==> src/hw/rtl/b64e_pkg.sv <==
`timescale 1ns / 1ps
// ----------------------------------------------------------------------------
// b64e_pkg
// Shared types, character constants and alphabet mapping for the Base64
// stream encoder.
// ----------------------------------------------------------------------------
package b64e_pkg;

   localparam int QDEPTH = 2;
   localparam int QPTR_W = $clog2(QDEPTH);
   localparam int QCNT_W = $clog2(QDEPTH + 1);

   localparam logic [7:0] CHAR_PAD   = 8'h3D;
   localparam logic [7:0] CHAR_PLUS  = 8'h2B;
   localparam logic [7:0] CHAR_MINUS = 8'h2D;
   localparam logic [7:0] CHAR_SLASH = 8'h2F;
   localparam logic [7:0] CHAR_UNDER = 8'h5F;
   localparam logic [7:0] CHAR_UA    = 8'h41;
   localparam logic [7:0] CHAR_LA    = 8'h61;
   localparam logic [7:0] CHAR_D0    = 8'h30;

   localparam logic [5:0] IDX_LOWER = 6'd26;
   localparam logic [5:0] IDX_DIGIT = 6'd52;
   localparam logic [5:0] IDX_62    = 6'd62;
   localparam logic [5:0] IDX_63    = 6'd63;

   // one group of up to three bytes, left aligned, zero filled
   typedef struct packed {
      logic [23:0] bits;
      logic [1:0]  nbytes;   // 1..3
      logic        last;
      logic        url_safe;
   } grp_type;

   function automatic logic [7:0] map_char(input logic [5:0] idx, input logic url);
      logic [7:0] c;
      c = CHAR_UA + {2'b00, idx};
      if (idx >= IDX_LOWER) c = CHAR_LA + {2'b00, idx} - {2'b00, IDX_LOWER};
      if (idx >= IDX_DIGIT) c = CHAR_D0 + {2'b00, idx} - {2'b00, IDX_DIGIT};
      if (idx == IDX_62)    c = url ? CHAR_MINUS : CHAR_PLUS;
      if (idx == IDX_63)    c = url ? CHAR_UNDER : CHAR_SLASH;
      return c;
   endfunction

endpackage

==> src/hw/rtl/b64e_front.sv <==
`timescale 1ns / 1ps
// ----------------------------------------------------------------------------
// b64e_front
// Accepts raw bytes, collects them into groups of three and pushes a
// finished or flushed group to the queue.
// ----------------------------------------------------------------------------
module b64e_front (
   input  logic                 clock,
   input  logic                 reset,
   input  logic                 req_tvalid,
   output logic                 req_tready,
   input  logic [7:0]           req_tdata,
   input  logic                 req_tlast,
   input  logic                 url_safe,
   input  logic                 push_ready,
   output logic                 push_valid,
   output b64e_pkg::grp_type    push_grp
);

   logic [1:0]  held_ff, held_in;
   logic [15:0] pend_ff, pend_in;
   logic        take;
   logic        flush;

   assign req_tready = push_ready;
   assign take       = req_tvalid && req_tready;
   assign flush      = (held_ff == 2'd2) || req_tlast;
   assign push_valid = take && flush;

   always_comb begin
      push_grp.last     = req_tlast;
      push_grp.url_safe = url_safe;
      push_grp.nbytes   = held_ff + 2'd1;
      case (held_ff)
         2'd0:    push_grp.bits = {req_tdata, 16'h0000};
         2'd1:    push_grp.bits = {pend_ff[7:0], req_tdata, 8'h00};
         default: push_grp.bits = {pend_ff, req_tdata};
      endcase
   end

   always_comb begin
      held_in = held_ff;
      pend_in = pend_ff;
      if (take) begin
         if (flush) begin
            held_in = 2'd0;
            pend_in = 16'h0000;
         end else begin
            held_in = held_ff + 2'd1;
            pend_in = {pend_ff[7:0], req_tdata};
         end
      end
   end

   always_ff @(posedge clock) begin
      if (reset) begin
         held_ff <= 2'd0;
         pend_ff <= 16'h0000;
      end else begin
         held_ff <= held_in;
         pend_ff <= pend_in;
      end
   end

endmodule

==> src/hw/rtl/b64e_queue.sv <==
`timescale 1ns / 1ps
// ----------------------------------------------------------------------------
// b64e_queue
// Short group queue between the byte front end and the character back end.
// ----------------------------------------------------------------------------
module b64e_queue (
   input  logic                 clock,
   input  logic                 reset,
   input  logic                 push_valid,
   output logic                 push_ready,
   input  b64e_pkg::grp_type    push_grp,
   output logic                 pop_valid,
   input  logic                 pop_ready,
   output b64e_pkg::grp_type    pop_grp
);

   b64e_pkg::grp_type                entry_ff [b64e_pkg::QDEPTH];
   logic [b64e_pkg::QPTR_W-1:0]      wr_ptr_ff, wr_ptr_in;
   logic [b64e_pkg::QPTR_W-1:0]      rd_ptr_ff, rd_ptr_in;
   logic [b64e_pkg::QCNT_W-1:0]      cnt_ff, cnt_in;
   logic                             do_push;
   logic                             do_pop;

   assign push_ready = (cnt_ff != b64e_pkg::QCNT_W'(b64e_pkg::QDEPTH));
   assign pop_valid  = (cnt_ff != '0);
   assign pop_grp    = entry_ff[rd_ptr_ff];
   assign do_push    = push_valid && push_ready;
   assign do_pop     = pop_valid && pop_ready;

   always_comb begin
      wr_ptr_in = wr_ptr_ff;
      rd_ptr_in = rd_ptr_ff;
      cnt_in    = cnt_ff;
      if (do_push) begin
         wr_ptr_in = (wr_ptr_ff == b64e_pkg::QPTR_W'(b64e_pkg::QDEPTH - 1)) ? '0
                     : wr_ptr_ff + 1'b1;
      end
      if (do_pop) begin
         rd_ptr_in = (rd_ptr_ff == b64e_pkg::QPTR_W'(b64e_pkg::QDEPTH - 1)) ? '0
                     : rd_ptr_ff + 1'b1;
      end
      if (do_push && !do_pop) cnt_in = cnt_ff + 1'b1;
      if (!do_push && do_pop) cnt_in = cnt_ff - 1'b1;
   end

   always_ff @(posedge clock) begin
      if (do_push) entry_ff[wr_ptr_ff] <= push_grp;
   end

   always_ff @(posedge clock) begin
      if (reset) begin
         wr_ptr_ff <= '0;
         rd_ptr_ff <= '0;
         cnt_ff    <= '0;
      end else begin
         wr_ptr_ff <= wr_ptr_in;
         rd_ptr_ff <= rd_ptr_in;
         cnt_ff    <= cnt_in;
      end
   end

endmodule

==> src/hw/rtl/b64e_back.sv <==
`timescale 1ns / 1ps
// ----------------------------------------------------------------------------
// b64e_back
// Takes one group from the queue and sends its four characters, one per
// cycle while the output is not stalled, through a registered output stage.
// ----------------------------------------------------------------------------
module b64e_back (
   input  logic                 clock,
   input  logic                 reset,
   input  logic                 pop_valid,
   output logic                 pop_ready,
   input  b64e_pkg::grp_type    pop_grp,
   output logic                 rsp_tvalid,
   input  logic                 rsp_tready,
   output logic [7:0]           rsp_tdata,
   output logic                 rsp_tlast
);

   b64e_pkg::grp_type grp_ff, grp_in;
   logic              busy_ff, busy_in;
   logic [1:0]        beat_ff, beat_in;
   logic              ovalid_ff, ovalid_in;
   logic [7:0]        ochar_ff, ochar_in;
   logic              olast_ff, olast_in;
   logic              out_free;
   logic              emit;
   logic              done;
   logic [5:0]        idx;

   assign out_free  = !ovalid_ff || rsp_tready;
   assign emit      = busy_ff && out_free;
   assign done      = emit && (beat_ff == 2'd3);
   assign pop_ready = !busy_ff || done;

   always_comb begin
      case (beat_ff)
         2'd0:    idx = grp_ff.bits[23:18];
         2'd1:    idx = grp_ff.bits[17:12];
         2'd2:    idx = grp_ff.bits[11:6];
         default: idx = grp_ff.bits[5:0];
      endcase
   end

   always_comb begin
      grp_in    = grp_ff;
      busy_in   = busy_ff;
      beat_in   = beat_ff;
      ovalid_in = ovalid_ff && !rsp_tready;
      ochar_in  = ochar_ff;
      olast_in  = olast_ff;
      if (emit) begin
         ovalid_in = 1'b1;
         ochar_in  = (beat_ff > grp_ff.nbytes) ? b64e_pkg::CHAR_PAD
                     : b64e_pkg::map_char(idx, grp_ff.url_safe);
         olast_in  = grp_ff.last && (beat_ff == 2'd3);
         beat_in   = beat_ff + 2'd1;
         if (done) busy_in = 1'b0;
      end
      if (pop_valid && pop_ready) begin
         grp_in  = pop_grp;
         busy_in = 1'b1;
         beat_in = 2'd0;
      end
   end

   always_ff @(posedge clock) begin
      grp_ff   <= grp_in;
      ochar_ff <= ochar_in;
      olast_ff <= olast_in;
   end

   always_ff @(posedge clock) begin
      if (reset) begin
         busy_ff   <= 1'b0;
         beat_ff   <= 2'd0;
         ovalid_ff <= 1'b0;
      end else begin
         busy_ff   <= busy_in;
         beat_ff   <= beat_in;
         ovalid_ff <= ovalid_in;
      end
   end

   assign rsp_tvalid = ovalid_ff;
   assign rsp_tdata  = ochar_ff;
   assign rsp_tlast  = olast_ff;

endmodule

==> src/hw/rtl/base64_stream_encoder_core.sv <==
// The group that a request completes or closes passes through the group queue,
// group register and output register; its characters leave one per cycle
// unless rsp_tready stalls them. Requests are taken one per cycle while the
// group queue has room; the single-character output path sets the sustained rate.
// Reset (synchronous, active high) clears pending bytes, queue, output stage
// and the alphabet select; no clearing pass is needed.
`timescale 1ns / 1ps
// ----------------------------------------------------------------------------
// base64_stream_encoder_core
// Streaming Base64 encoder: bytes in, alphabet characters and padding out,
// with a selectable URL-safe alphabet.
// ----------------------------------------------------------------------------
module base64_stream_encoder_core (
   input  logic       clock,
   input  logic       reset,
   input  logic       csr_wr_en,
   input  logic       csr_wr_data,   // url_safe
   input  logic       req_tvalid,
   output logic       req_tready,
   input  logic [7:0] req_tdata,     // [7:0] data_byte
   input  logic       req_tlast,     // last_byte
   output logic       rsp_tvalid,
   input  logic       rsp_tready,
   output logic [7:0] rsp_tdata,     // [7:0] out_char
   output logic       rsp_tlast      // last_char
);

   logic              url_safe_ff, url_safe_in;
   logic              push_valid;
   logic              push_ready;
   b64e_pkg::grp_type push_grp;
   logic              pop_valid;
   logic              pop_ready;
   b64e_pkg::grp_type pop_grp;

   assign url_safe_in = csr_wr_en ? csr_wr_data : url_safe_ff;

   always_ff @(posedge clock) begin
      if (reset) begin
         url_safe_ff <= 1'b0;
      end else begin
         url_safe_ff <= url_safe_in;
      end
   end

   b64e_front u_front (
      .clock      (clock),
      .reset      (reset),
      .req_tvalid (req_tvalid),
      .req_tready (req_tready),
      .req_tdata  (req_tdata),
      .req_tlast  (req_tlast),
      .url_safe   (url_safe_ff),
      .push_ready (push_ready),
      .push_valid (push_valid),
      .push_grp   (push_grp)
   );

   b64e_queue u_queue (
      .clock      (clock),
      .reset      (reset),
      .push_valid (push_valid),
      .push_ready (push_ready),
      .push_grp   (push_grp),
      .pop_valid  (pop_valid),
      .pop_ready  (pop_ready),
      .pop_grp    (pop_grp)
   );

   b64e_back u_back (
      .clock      (clock),
      .reset      (reset),
      .pop_valid  (pop_valid),
      .pop_ready  (pop_ready),
      .pop_grp    (pop_grp),
      .rsp_tvalid (rsp_tvalid),
      .rsp_tready (rsp_tready),
      .rsp_tdata  (rsp_tdata),
      .rsp_tlast  (rsp_tlast)
   );

endmodule

==> config.mk <==
export PLATFORM = sky130hd
export DESIGN_NAME = base64_stream_encoder_core
export DESIGN_NICKNAME = d
export VERILOG_FILES = /design/src/hw/rtl/b64e_pkg.sv /design/src/hw/rtl/b64e_front.sv /design/src/hw/rtl/b64e_queue.sv /design/src/hw/rtl/b64e_back.sv /design/src/hw/rtl/base64_stream_encoder_core.sv
export SDC_FILE = /design/constraint.sdc
export NUM_CORES = 1
export LEC_CHECK = 0
export BUFFER_PORTS_ARGS = -buffer_cell sky130_fd_sc_hd__buf_2
export CORE_MARGIN = 2
export CORE_UTILIZATION = 40
export DETAILED_ROUTE_END_ITERATION = 8
export PLACE_DENSITY_LB_ADDON = 0.05
export RECOVER_POWER = 50
export SLEW_MARGIN = 25
export SYNTH_ARGS = -nofsm -noshare
export SYNTH_HDL_FRONTEND = slang
export SYNTH_SLANG_ARGS = --single-unit
==> constraint.sdc <==
create_clock -name clock -period 8.75 [get_ports clock]
set_clock_uncertainty 0.1 [all_clocks]
set_input_delay 1.3125 -clock clock [delete_from_list [all_inputs] [get_ports clock]]
set_output_delay 1.3125 -clock clock [all_outputs]
set_load 0.02 [all_outputs]
==> reports/results.ini, run 1 <==
[run_status]
status=complete, but fails checks
violations=max-capacitance violations, max-slew violations

[synthesis]
ys_top_cells_by_count=edfxtp_1, nand2_1, mux2_2
synth-edff-count=93
ys_seq_area_frac=0.621
synth_ff_type=edfxtp_1
avgSynthCellArea_um2=12.5
yosysWarnings=0
async_flop_share=0
ys_ff_latch=120
netlist_area_um2=5370
synth.most_common_cell=edfxtp_1
syn_inst=430
synth_nets=464
netlist_top_cells_area=edfxtp_1, dfxtp_1, mux2_2
yosysTopAreaCellShare=0.520
yosys.area.top_type=edfxtp_1
ys_types=49

[run]
drv_cap=1

[pwr]
p_per_area_nw_per_um2=370
peakVddDrop_v=0.000148
leakagePower_uw=0.00222

[setup_path]
cp_slowest_stage_delay_ps=400
r2r_end=u_back.rsp_tdata[2]$_SDFFCE_PP1P_
critPathKind=reg2reg
path_max_fanout=7
worstSetupStartpoint=u_back.beat_ff[0]$_SDFFE_PP0P_
path_cells=inv_1, ha_1, a222oi_1, mux2i_1, inv_1, ha_1, nand2b_1, o221ai_1, o311ai_2, mux2_2, or3_1, a2bb2oi_1, o21ai_1
end_kind=register
reg2reg_slack_ps=4910
crit_arrival_ps=3880
path_depth=13
worstRegToRegCells=13
start_kind=register
cp_top_family=compound AO/OA/AOI/OAI gates
r2r-start=u_back.beat_ff[0]$_SDFFE_PP0P_
path_buf_inv=2
critPathCapture=u_back.rsp_tdata[2]$_SDFFCE_PP1P_
required_ps=8790
crit_path_top_delay_cell=mux2_2

[cts]
cts.clk_slew.worst_paths_ps=50
cts_resized=0
clock_latency_ps=410
clock_sinks=120
cts_inserted_buffers=17
cts_setup_buffers=0
cts_tree=yes
root_buffer=clkbuf_16
clockBufferDepth=2
htree_levels=4
hold_buffers=0

[place]
dp.cells=616
dp_hpwl_mm=6.99
finalWeightedCongestion=0.815
port_buffers=25

[detailed_routing]
drt_first_pass_iters=6
viasPerCell=5.08
route.vias.total=3276
first_iter_violations=256
wl_per_cell_um=16.3
ant_nets=0
post-route-drc-count=0
routed_wl_mm=10.5

[floorplanning]
die_height_um=120
initial_core_util=0.407
die-width_um=120
rows=42
ios=26
dieArea_um2=14400
core_area_um2=13200

[timing]
timing.final.crit_share=0.439
slew_violations=30
fin_crit_ps=3840
max_clock_freq_mhz=260
worst_slew_pin_slew_ps=1760
hold_violations=0
rsz0062_at_grt=no
setup_viol=0
fin_tns_setup_ps=0
max_slew_margin=-0.171

[grt]
grt_usage=0.161
antenna_found_initial=0
grt_pass1_wl_mm=17.3
grt_max_degree=33
grt_pass1_vias=3219
overflow=0

[finish]
fin_nets=494
diodes=0
area_growth_syn_to_layout_pct=15.8
n_fill_cell=1219
final_cells=645
layout-drive-gt1-share=0.188

[worst_hold_path]
hold_path_class=reg2reg

-- where the power goes --
part	leakage [uW]	internal, uW	total (uW)	switching [uW]
registers	0.00109	796	846	50.1
clock network	0.000255	407	629	222
logic	0.000879	325	823	498
total	0.00222	1530	2300	770
-- cell usage in the layout, fill, tap and decap left out, drive strengths merged, types with 4 or more instances in the layout --
cell,instances
and2,11
a21oi,28
a222oi,6
xnor2,9
dfxtp,27
nor3,4
clkbuf,24
mux2,33
inv,20
nand3,18
edfxtp,93
clkinv,5
buf,26
nand2,56
ha,19
nor2,19
nand2b,12
a22oi,9
o21ai,16
-- worst reg2reg max path: cells and delay by family, from the launching register on --
family                   cells  cell delay, ps
AO/OA/AOI/OAI                5            1100
multiplexers                 2             620
adder cells (fa/ha/maj)      2             590
AND/OR/NAND/NOR              2             450
flip-flops                   1             390
buffers and inverters        2             320
-- kinds of logic (layout without fill, tap and decap cells) --
family | after synthesis | in the layout | share of synthesized area
AND/OR/NAND/NOR | 128 | 128 | 0.111
flip-flops | 120 | 120 | 0.621
adder cells (fa/ha/maj) | 19 | 19 | 0.0443
AO/OA/AOI/OAI | 79 | 79 | 0.103
multiplexers | 36 | 36 | 0.0755
buffers and inverters | 38 | 77 | 0.0296
XOR/XNOR | 10 | 10 | 0.0163
-- how the worst min path moves through the flow --
stage                                                 from                                to  slack, ps  cells past startpoint
after floorplan                   url_safe_ff$_SDFFE_PP0P_  u_queue.entry_ff[0][0]$_DFFE_PP_        320                      0
after CTS                 u_front.pend_ff[10]$_SDFFE_PP0P_  u_front.pend_ff[10]$_SDFFE_PP0P_        350                      2
after global routing      u_front.pend_ff[10]$_SDFFE_PP0P_  u_front.pend_ff[10]$_SDFFE_PP0P_        370                      2
after detailed placement  u_front.pend_ff[11]$_SDFFE_PP0P_  u_front.pend_ff[11]$_SDFFE_PP0P_        350                      2
after global placement    u_front.pend_ff[10]$_SDFFE_PP0P_  u_front.pend_ff[10]$_SDFFE_PP0P_        340                      2
final                     u_front.pend_ff[10]$_SDFFE_PP0P_  u_front.pend_ff[10]$_SDFFE_PP0P_        350                      2
-- per-stage QoR --
stage / power (uW) / cell area (um2) / setup slack (ps) / hold WS [ps] / util
global placement: 1670 / 5670 / 5030 / 339 / 0.430
finish: 2300 / 6220 / 4910 / 349 / 0.471
global route: 2450 / 6220 / 4540 / 370 / 0.471
CTS: 2310 / 6190 / 4920 / 352 / 0.470
floorplan: 1480 / 5370 / 4510 / 325 / -
detailed placement: 1670 / 5670 / 4930 / 345 / 0.430
-- state kept, by name, indices dropped and copies added (netlist names) --
register	cells
u_back.beat_ff	2
u_back.grp_ff	28
u_back.rsp_tdata	8
u_front.pend_ff	16
u_queue.cnt_ff	2
u_back.busy_ff	1
u_queue.entry_ff	56
u_back.rsp_tlast	1
u_queue.rd_ptr_ff	1
url_safe_ff	1
u_front.held_ff	2
u_back.rsp_tvalid	1
u_queue.wr_ptr_ff	1
-- layer usage --
metal / GRT usage / vias up / routed length, um
met5: 0 / - / 0
met4: 0.0728 / 0 / 195
met3: 0.0404 / 13 / 363
met2: 0.238 / 61 / 4810
met1: 0.224 / 1574 / 5180
li1: - / 1628 / -
-- layout make-up --
cell class                 count  area [um2]  share of cell area
clock buffer                  21         440              0.0709
inverter                      20        75.1              0.0121
timing repair buffer          29         169              0.0272
multi-input combinational    272        1900               0.305
clock inverter                 7        81.3              0.0131
tap                          176         220              0.0354
sequential                   120        3330               0.536
(Power assumes the default switching activity.)
==> run 2, diff against run 1 <==
--- a/config.mk
+++ b/config.mk
@@ -5,6 +5,7 @@
 export SDC_FILE = /design/constraint.sdc
 export NUM_CORES = 1
 export LEC_CHECK = 0
+export ABC_AREA = 1
 export BUFFER_PORTS_ARGS = -buffer_cell sky130_fd_sc_hd__buf_2
 export CORE_MARGIN = 2
 export CORE_UTILIZATION = 40
==> constraint.sdc (replaced) <==
create_clock -name clock -period 3.2 [get_ports clock]
set_clock_uncertainty 0.1 [all_clocks]
set_input_delay 0.48 -clock clock [delete_from_list [all_inputs] [get_ports clock]]
set_output_delay 0.48 -clock clock [all_outputs]
set_load 0.02 [all_outputs]
==> reports/results.ini, run 2 <==
[run_status]
status=finished clean

[cts]
root_buffer=clkbuf_16
cts_inserted_buffers=17  ; unchanged
clockBufferDepth=2  ; unchanged
hold_buffers=0  ; unchanged
cts.clk_slew.worst_paths_ps=50  ; about the same
cts_setup_buffers=0  ; unchanged
cts_resized=0  ; unchanged
htree_levels=4  ; unchanged
cts_tree=yes
clock_latency_ps=410  ; about the same
clock_sinks=120  ; unchanged

[timing]
fin_crit_ps=2800  ; -1040 ps
worst_slew_pin_slew_ps=1050  ; -704 ps
slew_violations=0  ; -100%
timing.final.crit_share=0.875  ; +0.437
setup_viol=0  ; unchanged
fin_tns_setup_ps=0  ; unchanged
max_slew_margin=0.298  ; +0.469
max_clock_freq_mhz=357  ; +37%
rsz0062_at_grt=no
hold_violations=0  ; unchanged

[floorplanning]
rows=42  ; unchanged
core_area_um2=13200  ; +0.40%
die-width_um=120  ; +0.46%
ios=26  ; unchanged
die_height_um=120  ; +0.46%
dieArea_um2=14500  ; +0.93%
initial_core_util=0.409  ; +0.00226

[finish]
layout-drive-gt1-share=0.104  ; -0.0841
final_common_cell=nand2_1
final_cells=775  ; +20%
fin_nets=620  ; +26%
diodes=0  ; unchanged
regMostFlops=u_queue.entry_ff
n_fill_cell=1343  ; +10%
largest_register_ffs=56  ; unchanged
largest_registers=u_queue.entry_ff x56, u_back.grp_ff x28, u_front.pend_ff x16
layout_common_cells=nand2_1, edfxtp_1, inv_1, a21oi_1, nor2_1
regArea_um2=3330  ; unchanged
multi_input_area_um2=1810  ; -4.7%
area_growth_syn_to_layout_pct=16.2

[detailed_routing]
viasPerCell=4.72  ; -7.1%
route.vias.total=3657  ; +12%
wl_per_cell_um=14.6  ; -11%
ant_nets=0  ; unchanged
routed_wl_mm=11.3  ; +7.2%
first_iter_violations=165  ; -36%
drt_first_pass_iters=4  ; -2
post-route-drc-count=0  ; unchanged

[grt]
antenna_found_initial=0  ; unchanged
overflow=0  ; unchanged
grt_max_degree=33  ; unchanged
grt_usage=0.171  ; +0.0101
grt_pass1_vias=3617  ; +12%
grt_pass1_wl_mm=18.6  ; +7.5%

[synthesis]
syn_inst=547  ; +27%
ys_top_cells_by_count=nand2_1, edfxtp_1, inv_1
synth_ff_type=edfxtp_1
ys_ff_latch=120  ; unchanged
synth.most_common_cell=nand2_1
avgSynthCellArea_um2=9.91  ; -21%
yosysWarnings=0  ; unchanged
synth_nets=581  ; +25%
ys_seq_area_frac=0.615  ; -0.00587
yosys.area.top_type=edfxtp_1
yosysTopAreaCellShare=0.515  ; -0.00492
netlist_top_cells_area=edfxtp_1, nand2_1, dfxtp_1
async_flop_share=0  ; unchanged
ys_types=37  ; -24%
netlist_area_um2=5420  ; +0.96%
synth-edff-count=93  ; unchanged

[place]
finalWeightedCongestion=0.873  ; +7.1%
dp.cells=743  ; +21%
dp_hpwl_mm=7.92  ; +13%
port_buffers=25  ; unchanged

[pwr]
p_comb_frac=0.372  ; +0.014
seq_power_share=0.366  ; -0.002
leakagePower_uw=0.00257  ; +15%
p_int_uw=4200  ; +170%
sw_frac_of_total=0.371  ; +0.0359
p_sw_uw=2470  ; +220%
power_uw=6670  ; +190%
p_per_area_nw_per_um2=1060  ; +190%
p_clk_frac=0.262  ; -0.012
peakVddDrop_v=0.000493  ; +230%

[setup_path]
path_max_fanout=6  ; -1
crit_arrival_ps=2870  ; -1010 ps
required_ps=3270  ; -5520 ps
timing.critical_path.mode_cell=nand2_1
crit_path_top_delay_cell=dfxtp_1
end_kind=register
worstSetupStartpoint=u_back.beat_ff[0]$_SDFFE_PP0P_
cp_slowest_stage_delay_ps=400  ; about the same
path_cells=inv_1, ha_1, a21oi_1, nand2_1, nand2_1, inv_1, ha_1, nand2_1, nor2_1, inv_1, nand2_1, nor2_1, o21a_1, nand2_1
r2r-start=u_back.beat_ff[0]$_SDFFE_PP0P_
critPathKind=reg2reg
start_kind=register

[worst_hold_path]
hp-start=csr_wr_en
hold_path_class=in2reg

[run]
drv_cap=0  ; -1

[run 2: cells by family (layout without fill, tap and decap cells)]
| kind of cell | Yosys count | count (layout) | synth area share |
|---|---|---|---|
| AO/OA/AOI/OAI | 86 | 86 | 0.0974 |
| XOR/XNOR | 4 | 4 | 0.00646 |
| buffers and inverters | 74 | 126 | 0.0522 |
| adder cells (fa/ha/maj) | 19 | 19 | 0.0438 |
| AND/OR/NAND/NOR | 244 | 244 | 0.185 |
| flip-flops | 120 | 120 | 0.615 |
[run 2: worst paths after layout]
path	endpoint	slack (ps)	cells past startpoint
setup / recovery	u_back.rsp_tdata[3]$_SDFFCE_PP1P_	400	14
hold / removal	url_safe_ff$_SDFFE_PP0P_	170	2
setup reg to reg	u_back.rsp_tdata[3]$_SDFFCE_PP1P_	400	14
hold reg to reg	u_front.pend_ff[14]$_SDFFE_PP0P_	360	2
[run 2: metal layers]
layer,track usage,vias up,part of all wire
met5,0,-,0
met4,0.0640,0,0.018
met3,0.0434,14,0.043
met2,0.276,59,0.48
met1,0.223,1684,0.46
li1,-,1900,-
[run 2: layout make-up]
class / count / share of cell area
flip-flops and latches: 120 / 0.529
multi-input cells: 353 / 0.287
clock buffers: 28 / 0.0791
inverters: 60 / 0.0362
well taps: 176 / 0.0350
repair buffers: 34 / 0.0264
clock inverters: 4 / 0.00695
[run 2: power by group through the flow]
stage	sequential [uW]	clock, uW	combinational (uW)
after global routing	2480	1850	2820
final	2440	1750	2480
after CTS	2450	1780	2550
after global placement	2470	0	2550
after detailed placement	2470	0	2540
after floorplan	2500	0	1760
[run 2: critical path, delay by kind of cell (launching register included)]
| kind | cells | cell delay [ps] |
|---|---|---|
| buffers and inverters | 3 | 320 |
| AO/OA/AOI/OAI | 2 | 340 |
| AND/OR/NAND/NOR | 7 | 880 |
| adder cells (fa/ha/maj) | 2 | 510 |
| flip-flops | 1 | 400 |
[run 2: per-stage QoR]
step                       util  instance area (um2)  hold slack [ps]  worst slack (ps)
after floorplan               -                 5430              320               480
after global placement    0.437                 5790              347               446
after detailed placement  0.437                 5790              357               425
after CTS                 0.478                 6330              148               413
after global routing      0.476                 6300              170               174
final                     0.476                 6300              166               399
